File: config.mk
export PLATFORM = sky130hd
export DESIGN_NAME = msa_div
export DESIGN_NICKNAME = d
export VERILOG_FILES = /design/src/design/msa_pkg.sv /design/src/design/msa_div.sv
export SDC_FILE = /design/constraint.sdc
export NUM_CORES = 1
export LEC_CHECK = 0
export ABC_AREA = 1
export ABC_CLOCK_PERIOD_IN_PS = 6210
export BUFFER_PORTS_ARGS = -buffer_cell sky130_fd_sc_hd__buf_2
export CORE_ASPECT_RATIO = 0.8
export CORE_MARGIN = 5
export CORE_UTILIZATION = 25
export CTS_CLUSTER_DIAMETER = 120
export DETAILED_ROUTE_END_ITERATION = 7
export GPL_ROUTABILITY_DRIVEN = 0
export PLACE_DENSITY = 0.42
export SYNTH_ARGS = -nofsm -noshare
export SYNTH_HDL_FRONTEND = slang
export SYNTH_SLANG_ARGS = --single-unit
File: constraint.sdc
create_clock -name clk -period 6.21 [get_ports clk]
set_input_delay 0.3105 -clock clk [delete_from_list [all_inputs] [get_ports clk]]
set_output_delay 0.3105 -clock clk [all_outputs]
set_load 0.1 [all_outputs]
File: src/design/msa_pkg.sv
// ----------------------------------------------------------------------------
// msa_pkg
// Shared sizes, widths and control types for the multichannel sample averager.
// ----------------------------------------------------------------------------
package msa_pkg;

  localparam int CHANNELS      = 5;
  localparam int HISTORY_DEPTH = 10;

  localparam int SAMPLE_W = 10;
  localparam int CHAN_W   = 3;

  // channel index into per-channel state
  localparam int CH_IDX_W = (CHANNELS > 1) ? $clog2(CHANNELS) : 1;
  // ring position
  localparam int POS_W    = (HISTORY_DEPTH > 1) ? $clog2(HISTORY_DEPTH) : 1;

  localparam int STORE_DEPTH = CHANNELS * HISTORY_DEPTH;
  localparam int ADDR_W      = (STORE_DEPTH > 1) ? $clog2(STORE_DEPTH) : 1;

  // sum of a full ring
  localparam int SUM_W = SAMPLE_W + $clog2(HISTORY_DEPTH + 1);

  // reciprocal for the divide by the ring length: exact for every SUM_W-bit sum
  localparam int LOG_D    = $clog2(HISTORY_DEPTH);
  localparam int RECIP_SH = SUM_W + LOG_D;
  localparam int RECIP_W  = SUM_W + 1;
  localparam longint RECIP_M = ((64'd1 << RECIP_SH) + HISTORY_DEPTH - 1) / HISTORY_DEPTH;
  localparam int PROD_W   = SUM_W + RECIP_W;

  localparam logic ACT_STORE = 1'b0;
  localparam logic ACT_READ  = 1'b1;

  typedef enum logic [2:0] {
    ST_IDLE,
    ST_READ,
    ST_DRAIN,
    ST_DIV,
    ST_OUT
  } state_t;

  // store port request from the controller
  typedef struct packed {
    logic              wr_en;
    logic [ADDR_W-1:0] waddr;
    logic [SAMPLE_W-1:0] wdata;
    logic [ADDR_W-1:0] raddr;
  } mem_req_t;

endpackage

File: src/design/msa_div.sv
// ----------------------------------------------------------------------------
// msa_div
// Divide of a ring sum by the ring length: reciprocal multiply, registered,
// then a fixed shift.
// ----------------------------------------------------------------------------
module msa_div
  import msa_pkg::*;
(
  input  logic                clk,
  input  logic [SUM_W-1:0]    sum,
  output logic [SAMPLE_W-1:0] quotient
);

  localparam logic [RECIP_W-1:0] RECIP = RECIP_M[RECIP_W-1:0];

  logic [PROD_W-1:0] prod;

  always_ff @(posedge clk) begin
    prod <= PROD_W'(sum) * PROD_W'(RECIP);
  end

  assign quotient = prod[RECIP_SH +: SAMPLE_W];

endmodule

# Yosys cells after proc, flatten, opt, wreduce, memory -nomap -nowiden
# Index checks and enable logic that the tools add are counted.
[op_classes]
mul = 1
[op_table]
columns = ["op", "count"]
rows = [
  ["multiplier 14 x 15 -> 28 bit (second input constant)", 1],
]
[word_totals]
register_bits = 28
inputBits = 15
output_inout_bits = 10

# Longest topological paths before layout
[depth]
word_depth = 1
depth_mapped = 23

# Worst setup path before layout
# Ideal clock, no wire load.
[synth_timing]
path_type = "input to register"
from = "input port sum[11]"
to = "register prod[26]"
arrival_ps = 4302
t_required_ps = 6097
path_slack_ps = 1796
path_stages = 20
path_cell_list = "fa_1 > fa_1 > fa_1 > inv_1 > fa_1 > inv_1 > fa_1 > inv_1 > fa_1 > inv_1 > ha_1 > nand2_1 > inv_1 > nand2_1 > nor2_2 > nand2_1 > nor2_1 > nand2_1 > nand4_1 > nand2_1"
[synth_via]
elab_chain_len = 1
[synth_lines]
columns = ["element", "line_no", "source"]
rows = [
  ["from (decl)", "msa_div.sv:10", "input logic [SUM_W-1:0] sum,"],
  ["multiplier 14 x 15 -> 28 bit", "msa_div.sv:19", "prod <= PROD_W'(sum) * PROD_W'(RECIP);"],
  ["to (signal assigned)", "msa_div.sv:19", ""],
  ["to (decl)", "msa_div.sv:16", "logic [PROD_W-1:0] prod;"],
]
# No other way between the ends.

# Worst setup path after layout
[layout_timing]
from = "input port sum[12]"
to = "register prod[23]"
# Same word-level chain as after synthesis.

==> flow_summary.ini <==
[worst_setup_path]
cp-end-kind = register
crit_path_start_kind = primary input
required_ns = 6.39
crit_arrival_ns = 4.81
cp_max_fo = 4
crit_type = in2reg

[global_route]
track_usage = 0.113
grt_start_max_net_pins = 7
antenna_found_initial = 0
grt_pass1_vias = 3766
grt_pass1_wl_mm = 18.4
grt_overflow = 0

[sta]
fmax_mhz = 216
finalSetupTns_ns = 0
worst_pin_slew_ns = 0.500
finalSetupViolCount = 0
hold_viol_final = 0
maxSlewHeadroom = 0.669
slew_violations = 0
min_period_ns = 4.63
finalCritPeriodShare = 0.745
layout_setup_ws_ns = 1.58
rsz0062_at_grt = no

[routing]
post_drt_wl_per_cell_um = 12.5
drt_iter0_markers = 143
via_per_inst = 4.11
route.detailed.drc = 0
ant_nets = 0
vias = 3442
first_pass_iters = 4
wl_mm = 10.5

[yosys]
synth_flop_cell = dfxtp_1
ys_top_cells_by_count = inv_1, nand2_1, ha_1
synth_top_cell_area_share = 0.279
synth_top_family_by_area = adder cells
synth_simple_gate_area_frac = 0.216
ys_types = 25
syn-cell-area_um2 = 4340
synth.area.top_cells = ha_1, fa_1, inv_1
async_flop_share = 0
ys_ff_latch = 10
synth_fa_ha_area_frac = 0.556
synth_compound_area_frac = 0.0256
synth_warnings = 0
synth_edf_count = 0
ys_seq_area_frac = 0.0461
synth.most_common_cell = inv_1
synth_xor_area_frac = 0.00202
synth_top_cell_by_area = ha_1
synthMuxAreaShare = 0
synthCells = 585
syn_nets = 757
syn_avg_cell_area_um2 = 7.43

[clock_tree]
clock_sinks = 10
cts_hold_buf = 0
ctsResizeCount = 0
htreeDepth = 1
post_cts_buffers = 0
path_clk_slew_ns = 0.04
cts-root-buf = clkbuf_16
clockBufferDepth = 2
cts_tree = done
cts_buffers = 3

[floorplan]
rows = 43
pin_count = 25
die_x_um = 157
dieArea_um2 = 20100
core_um2 = 17200
initial_core_util = 0.252
die_h_um = 128

[outcome]
status = finished clean

[cells_and_area]
syn2layout_area_growth_pct = 11.0
max_flop_register = prod
largest_register_ffs = 10
n_antenna_cell = 0
fin_area_um2 = 4820
nFillCells = 1915
utilization = 0.280
largestRegisters = prod x10
nNetsFinal = 786
drive_gt1_frac = 0.0703

[min_path]
holdCritPathClass = in2reg
hold_start = sum[1]
min_path_cells = 6
min_to = prod[20]

[place]
post-dp-hpwl_mm = 9.93
preCtsSetupSlack_ns = 1.34
port_buffers = 24
placed_cell_area_um2 = 4750

[flow_run]
maxCapViolations = 0
-- cell usage in the layout, fill, tap and decap left out --
cell type    n
nor2_4       3
nand4_1      7
clkbuf_16    3
ha_1        97
nor3_2       2
nor3_1       3
nor2_2       2
inv_1      176
xnor2_1      1
a31oi_1      1
buf_2       24
inv_2        3
o21ai_0      3
nand3_1     20
a21oi_1     13
nand2_1    139
dfxtp_1     10
o21bai_1     1
nor2_1      30
a21o_1       1
nand3_2      1
o21ai_1      2
or2_2        2
and2_1       1
nand2_2      3
fa_1        60
nand3b_1     4
-- final cells by class --
type                       instances  area, um^2  area share
clock buffer                       3        75.1      0.0156
inverter                         179         672       0.139
sequential                        10         200      0.0415
multi-input combinational        396        3470       0.720
timing repair buffer              24         120      0.0249
tap                              225         282      0.0584
-- worst max path at each step --
| stage | startpoint | endpoint | slack, ns | depth (start not counted) |
|---|---|---|---|---|
| after floorplan | sum[11] | prod[26] | 1.80 | 20 |
| after global placement | sum[12] | prod[26] | 1.39 | 23 |
| after detailed placement | sum[12] | prod[26] | 1.34 | 23 |
| after CTS | sum[12] | prod[26] | 1.58 | 23 |
| after global routing | sum[12] | prod[26] | 1.19 | 23 |
| final | sum[12] | prod[23] | 1.58 | 22 |
-- kinds of logic after synthesis --
| family | after synthesis |
|---|---|
| xor+xnor | 1 |
| simple gates | 217 |
| flops | 10 |
| buf+inv | 179 |
| compound gates | 21 |
| fa+ha+maj | 157 |
-- routing by layer --
layer	GRT usage	vias up	wire, um
met2	0.180	45	4460
met4	0.00658	0	21
met1	0.174	1592	5520
met5	0	-	0
met3	0.0111	2	456
li1	-	1803	-
-- worst max-delay path: stages --
cell and delay, ns:
buf_2 0.14, inv_1 0.05, ha_1 0.28, inv_1 0.16, fa_1 0.45, fa_1 0.52
inv_1 0.06, fa_1 0.53, inv_1 0.05, fa_1 0.51, inv_1 0.06, fa_1 0.49
inv_1 0.04, ha_1 0.30, nand2_1 0.10, nor2_1 0.25, nand2_1 0.09, nor2_1 0.09
o21ai_1 0.09, nand3b_1 0.10, nand2_1 0.06, nand2_1 0.06
-- through the flow --
step | instances | hold WS [ns]
after floorplan | 585 | 0.700
after global placement | 834 | 0.867
after detailed placement | 834 | 0.871
after CTS | 837 | 0.747
after global routing | 837 | 0.807
final | 837 | 0.739
Power is not shown: default switching activity piles up to over one toggle a cycle in this logic, so the estimate is an artifact.
