**src/design/msa_pkg.sv**
```systemverilog
// ----------------------------------------------------------------------------
// msa_pkg
// Shared sizes, widths and control types for the multichannel sample averager.
// ----------------------------------------------------------------------------
package msa_pkg;

  localparam int CHANNELS      = 5;
  localparam int HISTORY_DEPTH = 10;

  localparam int SAMPLE_W = 10;
  localparam int CHAN_W   = 3;

  // channel index into per-channel state
  localparam int CH_IDX_W = (CHANNELS > 1) ? $clog2(CHANNELS) : 1;
  // ring position
  localparam int POS_W    = (HISTORY_DEPTH > 1) ? $clog2(HISTORY_DEPTH) : 1;

  localparam int STORE_DEPTH = CHANNELS * HISTORY_DEPTH;
  localparam int ADDR_W      = (STORE_DEPTH > 1) ? $clog2(STORE_DEPTH) : 1;

  // sum of a full ring
  localparam int SUM_W = SAMPLE_W + $clog2(HISTORY_DEPTH + 1);

  // reciprocal for the divide by the ring length: exact for every SUM_W-bit sum
  localparam int LOG_D    = $clog2(HISTORY_DEPTH);
  localparam int RECIP_SH = SUM_W + LOG_D;
  localparam int RECIP_W  = SUM_W + 1;
  localparam longint RECIP_M = ((64'd1 << RECIP_SH) + HISTORY_DEPTH - 1) / HISTORY_DEPTH;
  localparam int PROD_W   = SUM_W + RECIP_W;

  localparam logic ACT_STORE = 1'b0;
  localparam logic ACT_READ  = 1'b1;

  typedef enum logic [2:0] {
    ST_IDLE,
    ST_READ,
    ST_DRAIN,
    ST_DIV,
    ST_OUT
  } state_t;

  // store port request from the controller
  typedef struct packed {
    logic              wr_en;
    logic [ADDR_W-1:0] waddr;
    logic [SAMPLE_W-1:0] wdata;
    logic [ADDR_W-1:0] raddr;
  } mem_req_t;

endpackage

```
**src/design/msa_store.sv**
```systemverilog
// ----------------------------------------------------------------------------
// msa_store
// Sample ring memory, one write and one registered read port. Per-entry valid
// flags make never-written entries read as zero after reset.
// ----------------------------------------------------------------------------
module msa_store
  import msa_pkg::*;
(
  input  logic                clk,
  input  logic                rst,
  input  mem_req_t            req,
  output logic [SAMPLE_W-1:0] rdata
);

  logic [SAMPLE_W-1:0]    mem [STORE_DEPTH];
  logic [STORE_DEPTH-1:0] written;
  logic [SAMPLE_W-1:0]    rd_q;
  logic                   rd_vld;

  always_ff @(posedge clk) begin
    if (req.wr_en) begin
      mem[req.waddr] <= req.wdata;
    end
    rd_q <= mem[req.raddr];
  end

  always_ff @(posedge clk) begin
    if (rst) begin
      written <= '0;
      rd_vld  <= 1'b0;
    end else begin
      if (req.wr_en) begin
        written[req.waddr] <= 1'b1;
      end
      rd_vld <= written[req.raddr];
    end
  end

  assign rdata = rd_vld ? rd_q : '0;

endmodule

```
**config.mk**
```make
export PLATFORM = sky130hd
export DESIGN_NAME = msa_store
export DESIGN_NICKNAME = d
export VERILOG_FILES = /design/src/design/msa_pkg.sv /design/src/design/msa_store.sv
export SDC_FILE = /design/constraint.sdc
export NUM_CORES = 1
export LEC_CHECK = 0
export BUFFER_PORTS_ARGS = -buffer_cell sky130_fd_sc_hd__buf_2
export CORE_ASPECT_RATIO = 0.9
export CORE_UTILIZATION = 50
export DETAILED_ROUTE_END_ITERATION = 8
export PLACE_DENSITY = 0.7
export SYNTH_ARGS = -nofsm -noshare
export SYNTH_HDL_FRONTEND = slang
export SYNTH_SLANG_ARGS = --single-unit
```
**constraint.sdc**
```tcl
create_clock -name clk -period 2.5 [get_ports clk]
set_clock_uncertainty 0.2 [all_clocks]
set_input_delay 0.25 -clock clk [delete_from_list [all_inputs] [get_ports clk]]
set_output_delay 0.25 -clock clk [all_outputs]
set_load 0.05 [all_outputs]
```
# == Yosys cells after proc, flatten, opt, wreduce, memory -nomap -nowiden ==
# Memories as Yosys holds them, arrays and structs flattened. A register that Yosys moved wholly into a read port is not among the register bits.
# Cells that the tools add are included.
# totals
regBits,51
mem_bits_rw,500
input_bits,25
output_inout_bits,10
word_cells,15
memories,1
# classes
order_cmp,3
n_mux,7
n_bitwise,1
n_reduce_logical,1
# memory_table
name,depth,word_bits,read_ports,rd_ports_with_merged_regs,wr,line_no,source
mem,50,10,1,1,1,msa_store.sv:15,logic [SAMPLE_W-1:0] mem [STORE_DEPTH];
# ops
operator,count
50-bit OR,1
"6-bit by 7-bit less-than comparator with 1-bit output, second input constant",2
10-bit 2-to-1 mux,1
1-bit binary-select mux with 6-bit select,1
1-bit demux with 6-bit select,1
"6-bit by 1-bit greater-or-equal comparator with 1-bit output, second input constant",1
1-bit 2-to-1 mux,4
1-bit logical AND,1

# == Logic depth before layout (Yosys ltp) ==
# Gate-level depths: netlist of run 1.
# logic_depth
depth_word,5
depth_mapped,9
ltp_nobuf,5

# == Worst setup path after synthesis of run 1 ==
# No wires, ideal clock.
# synth_timing
kind,input to register
startpoint,input port req[18] (netlist bit)
endpoint,"memory mem[44][0], enable pin"
setup_ns,0.378
arrival_time_ns,1.612
required_time_ns,1.922
setup_slack_ns,0.310
path_stages,4
n_path_buf,1
cell_sequence,clkbuf_1 -> or3b_1 -> or2_1 -> nor2_1
# synth_rtl
element,line_no,source
"start, declared",msa_store.sv:11,"input mem_req_t req,"
"end, declared",msa_store.sv:15,
# Straight into the memory's write port.

# == Worst setup path after layout of run 1 ==
# layout_timing
startpoint,register rd_vld
endpoint,output port rdata[1]
# layout_between
elab_chain_len,1
# layout_lines
element,line_no,source
"start, declared",msa_store.sv:18,logic rd_vld;
"start signal, assigned",msa_store.sv:35,rd_vld <= written[req.raddr];
10-bit 2-to-1 mux,msa_store.sv:39,assign rdata = rd_vld ? rd_q : '0;
"end, declared",msa_store.sv:12,output logic [SAMPLE_W-1:0] rdata
# No other way between the ends.

==> results.txt, run 1 <==
- Gates resized during post-CTS repair numbered 0.
- Number of fill cells: ~3.1k
* Hold Path Cell Cnt: 1
- The die covers around 44000 µm².
- Mean routed wirelength per cell: between 20 and 30 µm
* All-layer global routing usage: 0.235
- The floorplan step set the die width to about 220 µm.
- The startpoint identified for the worst hold timing path is req[10].
- Counting along the longest clock path gives a buffer depth of 3.
- The number of max-slew violations in the final report was 0.
- Across the VDD grid, the largest voltage drop is 0.000633 V.
- After detailed routing, the number of remaining DRC violations is 0.
* Complex-gate fraction of the synthesized area: 0.0273
- Launching instance or port of the critical path: rd_vld
- Number of global-route vias before repair: about 11k
* First-pass GRT wire length: ~75000 µm
- Counting both buffers and inverters, the worst setup path holds a total of 1.
- In this run the core area contains just over 70 standard-cell rows.
- Final Cycle Share: 0.963
- Of the total synthesized cell area, the portion taken by AND, OR, NAND and NOR gates is 0.0539.
- The congestion estimate from routability-driven global placement came to ~0.88.
* Area growth from synthesis to final layout: 14.9%
- Counting every net in the synthesized netlist gives 1194.
* Mapped cell area: around 22000 µm²
- In this design, the stage delay of the slowest critical-path cell is 0.67 ns.
- The final layout contains routed wiring with a total length of 50400 µm.
- Crit Path Max Fanout: 10
* Floorplan core area: 43000 µm²
- Result of the run: complete, no violations
* Crit Reg-Reg Startpoint: mem[23][6]
- For this design the top-level I/O count stands at 35.
- Initial core utilization: 0.507
* TNS Setup: 0 ns
- After synthesis, the largest family of logic cells by area is multiplexers.
- The first detailed-routing pass took 5 iterations.
- Sink Count: around 560
* Count of nets left with antenna violations after detail routing: 0
- STA classifies the critical path endpoint as a primary output.
- After synthesis, the share of flip-flops with an asynchronous set or reset is 0.
* Clock period minus worst slack: approximately 2.4 ns
- Highest clock rate: 0.415 GHz
- Of the total synthesized cell area, the portion taken by full adders, half adders and majority gates is 0.
- For this run the aggregate overflow at the end of global routing stands at 0.
- Finished layout cell area: roughly 25000 µm²
- Final Hold Violating Endpoints: 0
- Number of instances in the synthesized netlist: about 1.2k
- XOR/XNOR share of the synthesized area: 0
- Setup violations remaining at the end of the flow were counted as 0.
- The H-tree generated during clock tree synthesis spans 2 levels.
- The library cells used most frequently in the layout, excluding fill and tap cells, are sky130_fd_sc_hd__edfxtp_1, sky130_fd_sc_hd__nor2_1, sky130_fd_sc_hd__mux4_2, sky130_fd_sc_hd__buf_4, sky130_fd_sc_hd__dfxtp_1.
- The number of antenna diodes in the final layout is 0.
* Layout cell share with drive strength beyond 1: 0.275
* Gate family responsible for the most delay along the worst path: flip-flops
- Buffers placed on the I/O ports in this run total 34.
* Max_slew headroom: 0.342
- Detailed Route Iter0 Violations: between 1k and 1.5k
* Placed standard-cell area: 23200 µm²
* Type of element launching the critical path: flip-flop
- Total number of vias: around 11k
* CTS root buf: sky130_fd_sc_hd__clkbuf_16
- Clock-pin slew was measured on the worst setup and hold paths at 0.06 ns.
- Number of setup buffers added after CTS: 0
- The netlist uses 43 different library cells.
- Summed over all nets, the half-perimeter wirelength after detailed placement is approximately 32000 µm.
* Most common cell after layout, fill and taps aside: sky130_fd_sc_hd__edfxtp_1
* Total stage count of the critical path: 2
- In the routed layout, each cell is associated on average with a via count of ~6.
* Sequential cell area fraction in the yosys report: 0.746
* Multiplexer area fraction after synthesis: 0.155
- Across the run, the number of max-cap violations was 0.
- Measured in cells, the most critical reg-to-reg path has a length of 5.
* Latest clock arrival within the worst-skew pair: 0.60 ns
- TritonCTS clock tree: built
* Mean post-synth cell area: ~19 µm²
- The initial antenna violation count was 2.
- For this design the static power due to leakage is ~8.3 nW.
* Synthesis warning total: 0
* Number of enable flip-flop cells after synthesis: 500
- At the worst endpoint, the required time is approximately 2.1 ns.
- Net count of the finished layout: roughly 1.3k
- Worst setup path class: reg2out
- Data arrival time at the worst-slack endpoint: between 1.5 and 2 ns
* Number of buffers created by CTS: 54
* Slew of the pin with the lowest slew margin: ~0.99 ns
- Standard cell with the maximum stage delay on the critical path: sky130_fd_sc_hd__dfxtp_1
- For this design, the CTS-stage hold fixing added 4 buffers.
* Worst Hold Class: in2reg
- The critical path goes through and2_1 > buf_2.
- From bottom edge to top edge, the die measures 200 µm.
- Pin count of the biggest net entering global routing: 52
- Unrepaired setup endpoints after global routing: no
- In this run the power density over the cells is ~780 nW/µm².
- Among all flip-flop cells after synthesis, the most frequent one is sky130_fd_sc_hd__edfxtp_1.
* Synthesis-stage register bit count: between 500 and 600
## registers in the layout, indices dropped and copies added (netlist names)
signal,flops
mem,500
rd_q,10
rd_vld,1
written,50
## final timing paths
kind / endpoint / slack (ns)
hold / removal: mem[6][4] / 0.04
setup / recovery: rdata[1] / 0.09
setup reg to reg: rd_q[6] / 0.32
hold reg to reg: written[42] / 0.27
## report_power, final
part	switching, W	leakage, nW	internal, W
clock network	0.00340	0.885	0.00472
logic	0.000643	2.46	0.000394
registers	0.0000292	4.99	0.0103
total	0.00407	8.34	0.0154
## final cells by class
type | instances | area, µm² | share of cell area
inverters | 7 | 26.3 | 0.00105
clock buffers | 77 | 1580 | 0.0632
multi-input cells | 541 | 5140 | 0.205
flip-flops and latches | 561 | 16200 | 0.649
well taps | 555 | 694 | 0.0278
repair buffers | 139 | 1130 | 0.0452
clock inverters | 24 | 214 | 0.00855
## layer usage
metal  vias up  GRT usage  part of all wire
met1      5918      0.335              0.43
met5         -          0           0.00020
met2       454      0.364              0.46
li1       4923          -                 -
met4         2     0.0841             0.029
met3        93     0.0474             0.084
## cells by family after synthesis
kind of cell | count (synthesis)
compound gates | 83
mux | 193
simple gates | 265
flops | 561
buf+inv | 67
## synth_stat cells (2+ instances only)
cell	n	area [µm²]
sky130_fd_sc_hd__edfxtp_1	500	15000
sky130_fd_sc_hd__nor2_1	159	597
sky130_fd_sc_hd__mux4_2	108	2430
sky130_fd_sc_hd__dfxtp_1	61	1220
sky130_fd_sc_hd__mux2i_1	50	500
sky130_fd_sc_hd__nand2_1	35	131
sky130_fd_sc_hd__mux2_2	32	360
sky130_fd_sc_hd__clkbuf_1	24	90.1
sky130_fd_sc_hd__buf_4	18	135
sky130_fd_sc_hd__o22ai_1	16	100
sky130_fd_sc_hd__a22oi_1	15	113
sky130_fd_sc_hd__a21oi_1	14	70.1
sky130_fd_sc_hd__nor2b_1	13	81.3
sky130_fd_sc_hd__and2_1	11	68.8
sky130_fd_sc_hd__buf_2	10	50.1
sky130_fd_sc_hd__nand3_1	9	45.0
sky130_fd_sc_hd__a31oi_1	7	43.8
sky130_fd_sc_hd__inv_1	7	26.3
sky130_fd_sc_hd__and3_1	6	37.5
sky130_fd_sc_hd__nand4_1	6	37.5
sky130_fd_sc_hd__or2_2	6	37.5
sky130_fd_sc_hd__a2111oi_0	5	43.8
sky130_fd_sc_hd__a311oi_1	5	43.8
sky130_fd_sc_hd__o211ai_1	5	37.5
sky130_fd_sc_hd__o221ai_1	5	43.8
sky130_fd_sc_hd__o41ai_1	5	43.8
sky130_fd_sc_hd__buf_6	4	45.0
sky130_fd_sc_hd__nand2b_1	4	25.0
sky130_fd_sc_hd__nand3b_1	4	30.0
sky130_fd_sc_hd__mux4_1	3	78.8
sky130_fd_sc_hd__o21ba_2	3	30.0
sky130_fd_sc_hd__or2_1	3	18.8
sky130_fd_sc_hd__buf_1	2	7.51
sky130_fd_sc_hd__buf_12	2	40.0
sky130_fd_sc_hd__nor3_1	2	10.0
sky130_fd_sc_hd__or3_1	2	12.5
sky130_fd_sc_hd__or3b_1	2	17.5
## stage by stage
step | total power, W | hold WS [ns] | instances | setup slack, ns | util
3_3_place_gp | 0.0115 | 0.245 | 1799 | 0.0418 | 0.540
4_1_cts | 0.0196 | 0.0229 | 1904 | 0.110 | 0.582
2_1_floorplan | 0.0111 | 0.149 | 1169 | 0.310 | -
5_1_grt | 0.0200 | 0.0384 | 1904 | 0.0141 | 0.582
6_report | 0.0195 | 0.0395 | 1904 | 0.0913 | 0.582
3_5_place_dp | 0.0115 | 0.257 | 1799 | 0.0670 | 0.540
Note: power is estimated with default switching activity, not from simulation.
==> run 2: changes to the inputs <==
==> constraint.sdc (replaced) <==
create_clock -name clk -period 2.5 [get_ports clk]
set_clock_uncertainty 0.2 [all_clocks]
set_input_delay 0.5 -clock clk [delete_from_list [all_inputs] [get_ports clk]]
set_output_delay 0.5 -clock clk [all_outputs]
set_load 0.05 [all_outputs]
==> results.txt, run 2 (synthesized netlist as in run 1, its figures left out) <==
* Result of the run: complete, no violations
- Worst setup path class: reg2out
- Pin count of the biggest net entering global routing: 51 (-1.9%)
- Pins over their slew limit: 0 (unchanged)
- The via count of the first global-routing pass came to 11.6k (+1.7%).
- The area of the die is 44400 µm² (unchanged).
* Final Hold Violating Endpoints: 0 (unchanged)
- The flip-flop count of the largest register, all copies and words added was 500 (unchanged).
- Worst setup endpoint: rdata[1]
* Type of element launching the critical path: flip-flop
* Net count of the finished layout: 1361 (+2.4%)
- Destination of the worst register-to-register timing path: rd_q[1]
- Max_slew headroom: 0.355 (+0.0128)
- Most heavily used metal layer in global routing: met2
- All-layer global routing usage: 0.237 (+0.00179)
* CTS root buf: sky130_fd_sc_hd__clkbuf_16
* Layout cell share with drive strength beyond 1: 0.292 (+0.0173)
- The width of the chip is 222 µm (unchanged).
- In the layout the commonest cells are sky130_fd_sc_hd__edfxtp_1, sky130_fd_sc_hd__nor2_1, sky130_fd_sc_hd__mux4_2, sky130_fd_sc_hd__buf_4, sky130_fd_sc_hd__dfxtp_1.
- I/O pin count: 35 (unchanged)
- The starting density of the core came to 0.507 (unchanged).
- The worst setup timing slack at the placement stage was -0.196 ns (-0.263 ns).
- Reg clk slew, reported paths: 0.06 ns (about the same)
- The depth of the most critical reg-to-reg path came to 5 (unchanged).
- Deepest level of the CTS H-tree: 2 (unchanged)
- Placer's final routability congestion estimate: 0.893 (+1.1%)
- Overall overflow remaining after global route: 0 (unchanged)
- Power density normalized to cell area: 760 nW/µm² (-2.3%)
* Met1 Use GR: 0.336 (+0.000619)
- Final setup violation count: 0 (unchanged)
* Total DRC errors in the routed layout: 0 (unchanged)
- Final Worst Setup Slack: 0.0624 ns (-0.0289 ns)
- Launching instance or port of the critical path: rd_vld
- Capturing element type of the critical path: primary output
* Standard-cell rows: 72 (unchanged)
- The number of violations reported at the end of detailed-routing iteration 0 is 1244 (-3.9%).
* Final Cycle Share: 0.975 (+0.0115)
- First-pass GRT wire length: 75400 µm (+0.81%)
* Detail Placement HPWL: 32600 µm (+2.3%)
* Crit Reg-Reg Startpoint: mem[2][1]
- Total wirelength of the detailed-routed design: 51100 µm (+1.4%)
- Mean routed wirelength per cell: 26.4 µm (-0.34%)
- TritonCTS built the clock tree.
- Total number of vias: 11.6k (+1.7%)
- The data arrival time of the critical path came to 1.74 ns (-0.22 ns).
* Area growth from synthesis to final layout: 16.7%
* Required time of the critical path: 1.80 ns (-0.25 ns)
- Maximum Capacitance Violations: 0 (unchanged)
- The iteration count of the initial detailed-routing pass is 5 (unchanged).
* GR met3 Demand/Resource: 0.0540 (+0.00659)
- Slack of the worst reg-to-reg path: 0.17 ns (-0.15 ns)
* CTS Hold Bufs: 0 (-4)
- Number of buffers created by CTS: 54 (unchanged)
* Largest registers: mem: 500 flops, written: 50 flops, rd_q: 10 flops
* Highest clock rate: 0.410 GHz (-1.2%)
- Number of port buffers: 34 (unchanged)
- The via density per instance is 5.98 (about the same).
- Most common cell after layout, fill and taps aside: sky130_fd_sc_hd__edfxtp_1
* Unrepaired setup endpoints after global routing: no
- Count of nets left with antenna violations after detail routing: 0 (unchanged)
* Reported leakage power: 8.54 nW (+2.4%)
- Utilization after layout: 0.591 (+0.00911)
- Number of fill cells: 3119 (unchanged)
- Die outline height: 200 µm (unchanged)
- Ranked by flip-flop count, first place goes to mem.
- The maximum root-to-sink buffer count is 3 (unchanged).
* Initial antenna violation count: 4 (+2)
- IR drop worst, VDD: 0.000694 V (+9.6%)
- Slew of the pin with the lowest slew margin: 0.968 ns (-0.0193 ns)
* Latest clock arrival within the worst-skew pair: 0.61 ns (about the same)
- The tightest min-delay check is of the in2reg type.
- The area inside the core boundary was 43000 µm² (unchanged).
- GR met2 Demand/Resource: 0.366 (+0.00186)
- Clock period minus worst slack: 2.44 ns (+0.0289 ns)
- The clock sink total was 561 (unchanged).
* Crit Path Max Fanout: 10 (unchanged)
[run 2: worst min-delay path by stage]
stage | startpoint | to | slack [ns] | depth (start not counted)
final | req[6] | mem[13][0] | 0.18 | 2
after global routing | req[14] | mem[12][8] | 0.18 | 2
after CTS | req[6] | mem[13][0] | 0.18 | 2
after detailed placement | written[49] | written[49] | 0.26 | 2
after global placement | written[40] | written[40] | 0.24 | 2
after floorplan | written[45] | written[45] | 0.23 | 2
[run 2: where the power goes]
part	switching (W)	total [W]	internal [W]
Clock	0.00342	0.00790	0.00448
Combinational	0.000660	0.00112	0.000455
Sequential	0.0000273	0.0103	0.0103
[run 2: timing repair]
action	in CTS	in global routing
endpoints found under the setup margin	3	0
gates resized for setup	1	0
buffers inserted	0	0
[run 2: per-stage QoR]
step	hold slack (ns)	setup TNS [ns]	instance area (µm²)	cells	total power, W
2_1_floorplan	0.235	0	21800	1169	0.0111
3_3_place_gp	0.244	-0.935	23700	1835	0.0116
3_5_place_dp	0.260	-1.04	23700	1835	0.0116
4_1_cts	0.175	0	25400	1937	0.0194
5_1_grt	0.183	0	25400	1938	0.0198
6_report	0.184	0	25400	1938	0.0193
[run 2: area by class of cell]
class | instances | area [µm²] | area share
diodes | 1 | 2.50 | 0.0000985
clock buffers | 75 | 1490 | 0.0586
well taps | 555 | 694 | 0.0273
repair buffers | 171 | 1600 | 0.0629
inverters | 7 | 26.3 | 0.00103
clock inverters | 27 | 225 | 0.00886
multi-input cells | 541 | 5140 | 0.202
flip-flops and latches | 561 | 16200 | 0.639
[run 2: worst max-delay path: stages (launching register included)]
cell and delay [ns]:
sky130_fd_sc_hd__dfxtp_2 0.49, sky130_fd_sc_hd__and2_1 0.32, sky130_fd_sc_hd__buf_2 0.32
[run 2: layer usage]
metal  share of wire  wire [µm]
met1            0.43      21800
met2            0.46      23500
met3           0.086       4420
met4           0.026       1330
met5         0.00020         10
==> run 3: changes to the inputs <==
--- a/config.mk
+++ b/config.mk
@@ -9,7 +9,7 @@
 export CORE_ASPECT_RATIO = 0.9
 export CORE_UTILIZATION = 50
 export DETAILED_ROUTE_END_ITERATION = 8
-export PLACE_DENSITY = 0.7
+export PLACE_DENSITY = 0.72
 export SYNTH_ARGS = -nofsm -noshare
 export SYNTH_HDL_FRONTEND = slang
 export SYNTH_SLANG_ARGS = --single-unit
==> constraint.sdc (replaced) <==
create_clock -name clk -period 2.04 [get_ports clk]
set_clock_uncertainty 0.2 [all_clocks]
set_input_delay 0.408 -clock clk [delete_from_list [all_inputs] [get_ports clk]]
set_output_delay 0.408 -clock clk [all_outputs]
set_load 0.05 [all_outputs]
==> results.txt, run 3 (synthesized netlist as in run 1, its figures left out) <==
* Result of the run: complete, no violations
- The number of rows in the core area is 72 (unchanged).
* Die outline height: 200 µm (unchanged)
- The setup slack on the worst flop-to-flop path came to 0.03 ns (-0.14 ns).
- All-layer global routing usage: 0.236 (-0.000310)
- Die footprint: 44400 µm² (unchanged)
* Total number of vias: 11.6k (+0.095%)
* Placer's final routability congestion estimate: 0.915 (+2.5%)
* Net count of the finished layout: 1372 (+0.81%)
- Traced cell by cell, the critical path runs through buf_4 > and2_4 > buf_8.
- Clock period minus worst slack: roughly 2.0 ns
- The number of buffers inserted by port buffering is 34 (unchanged).
- Count of nets left with antenna violations after detail routing: 0 (unchanged)
- Gate family responsible for the most delay along the worst path: flip-flops
- Final setup violation count: 0 (unchanged)
- Initial antenna violation count: 1 (-3)
* Register containing the most flip-flops in the final layout: mem
- The wire length per cell after detailed routing was 26.1 µm (-1.1%).
- The via count of the first global-routing pass was 11.8k (+1.2%).
- The total negative slack for setup checks was 0 ns (unchanged).
- The overall overflow remaining after global route is 0 (unchanged).
* First-pass GRT wire length: 75600 µm (+0.33%)
* Slew of the pin with the lowest slew margin: 1.12 ns (+0.149 ns)
- Final Hold Violating Endpoints: 0 (unchanged)
- In the layout the commonest cells are sky130_fd_sc_hd__edfxtp_1, sky130_fd_sc_hd__nor2_1, sky130_fd_sc_hd__mux4_2, sky130_fd_sc_hd__buf_4, sky130_fd_sc_hd__dfxtp_1.
- The critical path data required time is 1.43 ns (-0.37 ns).
- Most common cell after layout, fill and taps aside: sky130_fd_sc_hd__edfxtp_1
* CTS root buf: sky130_fd_sc_hd__clkbuf_16
- The H-tree level count came to 2 (unchanged).
- The power per unit of standard cell area was 920 nW/µm² (+21%).
- Hold Path Cell Cnt: 3 (+1)
- In this run the critical register-to-register path is launched from mem[43][8].
- Worst Hold Class: in2reg
* DRT Pass-1 Iters: 5 (unchanged)
- Setup repair after global routing could not meet its margin everywhere.
- Capturing element type of the critical path: primary output
- The number of top-level pins was 35 (unchanged).
- Relative to the synthesized area, the layout overhead comes to 19.3%.
* Layout cell share with drive strength beyond 1: 0.316 (+0.0240)
* Detailed Route Iter0 Violations: 1242 (-0.16%)
* Maximum Capacitance Violations: 0 (unchanged)
- TritonCTS clock tree: built
* Total DRC errors in the routed layout: 0 (unchanged)
* Reported leakage power: 8.66 nW (+1.5%)
- The setup fix buffers added after clock tree synthesis came to 0 (unchanged).
- Latest clock arrival within the worst-skew pair: 0.61 ns (about the same)
* Maximum cell stage delay along the critical path: 0.37 ns (-0.12 ns)
* Number of buffers created by CTS: 54 (unchanged)
- The post-route worst setup slack was 0.0249 ns (-0.0376 ns).
- The maximum root-to-sink buffer count was 3 (unchanged).
* Worst path buffer plus inverter count: 2 (+1)
- The worst hold path terminates at rd_q[2].
* Max_slew headroom: 0.256 (-0.0991)
* Detail Placement HPWL: 31900 µm (-2.2%)
* Via density per instance: 5.96 (-0.32%)
- Destination of the worst register-to-register timing path: rd_q[8]
- Data arrival time at the worst-slack endpoint: 1.41 ns (-0.33 ns)
- Highest clock rate: a little under 0.5 GHz
* Post-placement setup slack: -0.672 ns (-0.476 ns)
- STA classifies the critical path startpoint as a flip-flop.
- Die span in x: 222 µm (unchanged)
* Initial core utilization: 0.507 (unchanged)
- Standard cell with the maximum stage delay on the critical path: sky130_fd_sc_hd__dfxtp_4
- The critical path in this run is classified as reg2out.
- IR drop worst, VDD: 0.000951 V (+37%)
- Largest registers: mem: 500 flops, written: 50 flops, rd_q: 10 flops
- Pin count of the biggest net entering global routing: 51 (unchanged)
- The number of max-slew violations in the final report was 0 (unchanged).
- The clock sink total is 561 (unchanged).
- Antenna Diode Count: 0 (-1)
- The depth of the most critical reg-to-reg path was 5 (unchanged).
* Final Cycle Share: 0.988
- In this run the most critical hold path is launched from req[5].
* Total wirelength of the detailed-routed design: 50700 µm (-0.69%)
- The flip-flop count of the largest register, all copies and words added was 500 (unchanged).
- Reg clk slew, reported paths: 0.07 ns (about the same)
- The top fanout value on the critical path came to 5 (-5).
- Floorplan core area: 43000 µm² (unchanged)
==> run 3: cell types whose count changed in the layout (fill, tap and decap cells not counted), sizes merged <==
cell,change
buf,+10
bufinv,+2
clkbuf,-1
clkinv,-4
clkinvlp,+2
diode,-1
dlygate4sd3,+1
inv,-1
==> run 3: worst max path at each step <==
stage | startpoint | to | slack, ns | cells after the start
after floorplan | req[16] | mem[43][0] | -0.15 | 4
after global placement | req[0] | rd_q[3] | -0.64 | 6
after detailed placement | req[0] | rd_q[3] | -0.67 | 6
after CTS | rd_vld | rdata[6] | -0.03 | 3
after global routing | rd_vld | rdata[8] | -0.02 | 3
final | rd_vld | rdata[8] | 0.02 | 3
==> run 3: report_power, final <==
group          switching, W  internal [W]  leakage [nW]
sequential        0.0000307        0.0126          4.99
combinational      0.000816      0.000601          2.82
clock               0.00417       0.00568         0.849
total               0.00502        0.0189          8.66
==> run 3: per-stage QoR <==
step                hold slack [ns]  utilization  cell area (µm²)  power, W  std cells
finish                       0.0677        0.604            26000    0.0239       1946
floorplan                     0.235            -            21900    0.0136       1169
CTS                          0.0103        0.603            25900    0.0240       1946
global route                 0.0546        0.604            26000    0.0246       1946
detailed placement            0.256        0.560            24100    0.0143       1845
global placement              0.244        0.560            24100    0.0142       1845
==> run 3: final cells by class <==
| type | instances | area (µm²) |
|---|---|---|
| fillers | 2986 | 17000 |
| flip-flops and latches | 561 | 16200 |
| multi-input cells | 541 | 5250 |
| repair buffers | 182 | 2000 |
| clock buffers | 74 | 1470 |
| well taps | 555 | 694 |
| clock inverters | 26 | 280 |
| inverters | 7 | 26.3 |
==> run 3: worst reg2reg max path, stage by stage (launching register included) <==
cell and delay (ns):
sky130_fd_sc_hd__edfxtp_1 0.39, sky130_fd_sc_hd__mux4_2 0.51, sky130_fd_sc_hd__mux2i_1 0.20, sky130_fd_sc_hd__o211ai_1 0.14, sky130_fd_sc_hd__a21oi_1 0.37, sky130_fd_sc_hd__a21oi_1 0.07
==> run 3: what timing repair did <==
action,CTS,global route
setup endpoints to repair,12,11
gates resized for setup,39,12
endpoints found under the hold margin,6,0
pin swaps,0,0
hold buffers,1,0
==> run 3: layer usage <==
layer	share of wire	wire length [µm]	vias up	global-route usage
met5	0	0	-	0
met4	0.033	1670	0	0.0856
met3	0.089	4500	100	0.0524
li1	-	-	5020	-
met1	0.41	20800	5974	0.326
met2	0.47	23800	501	0.375
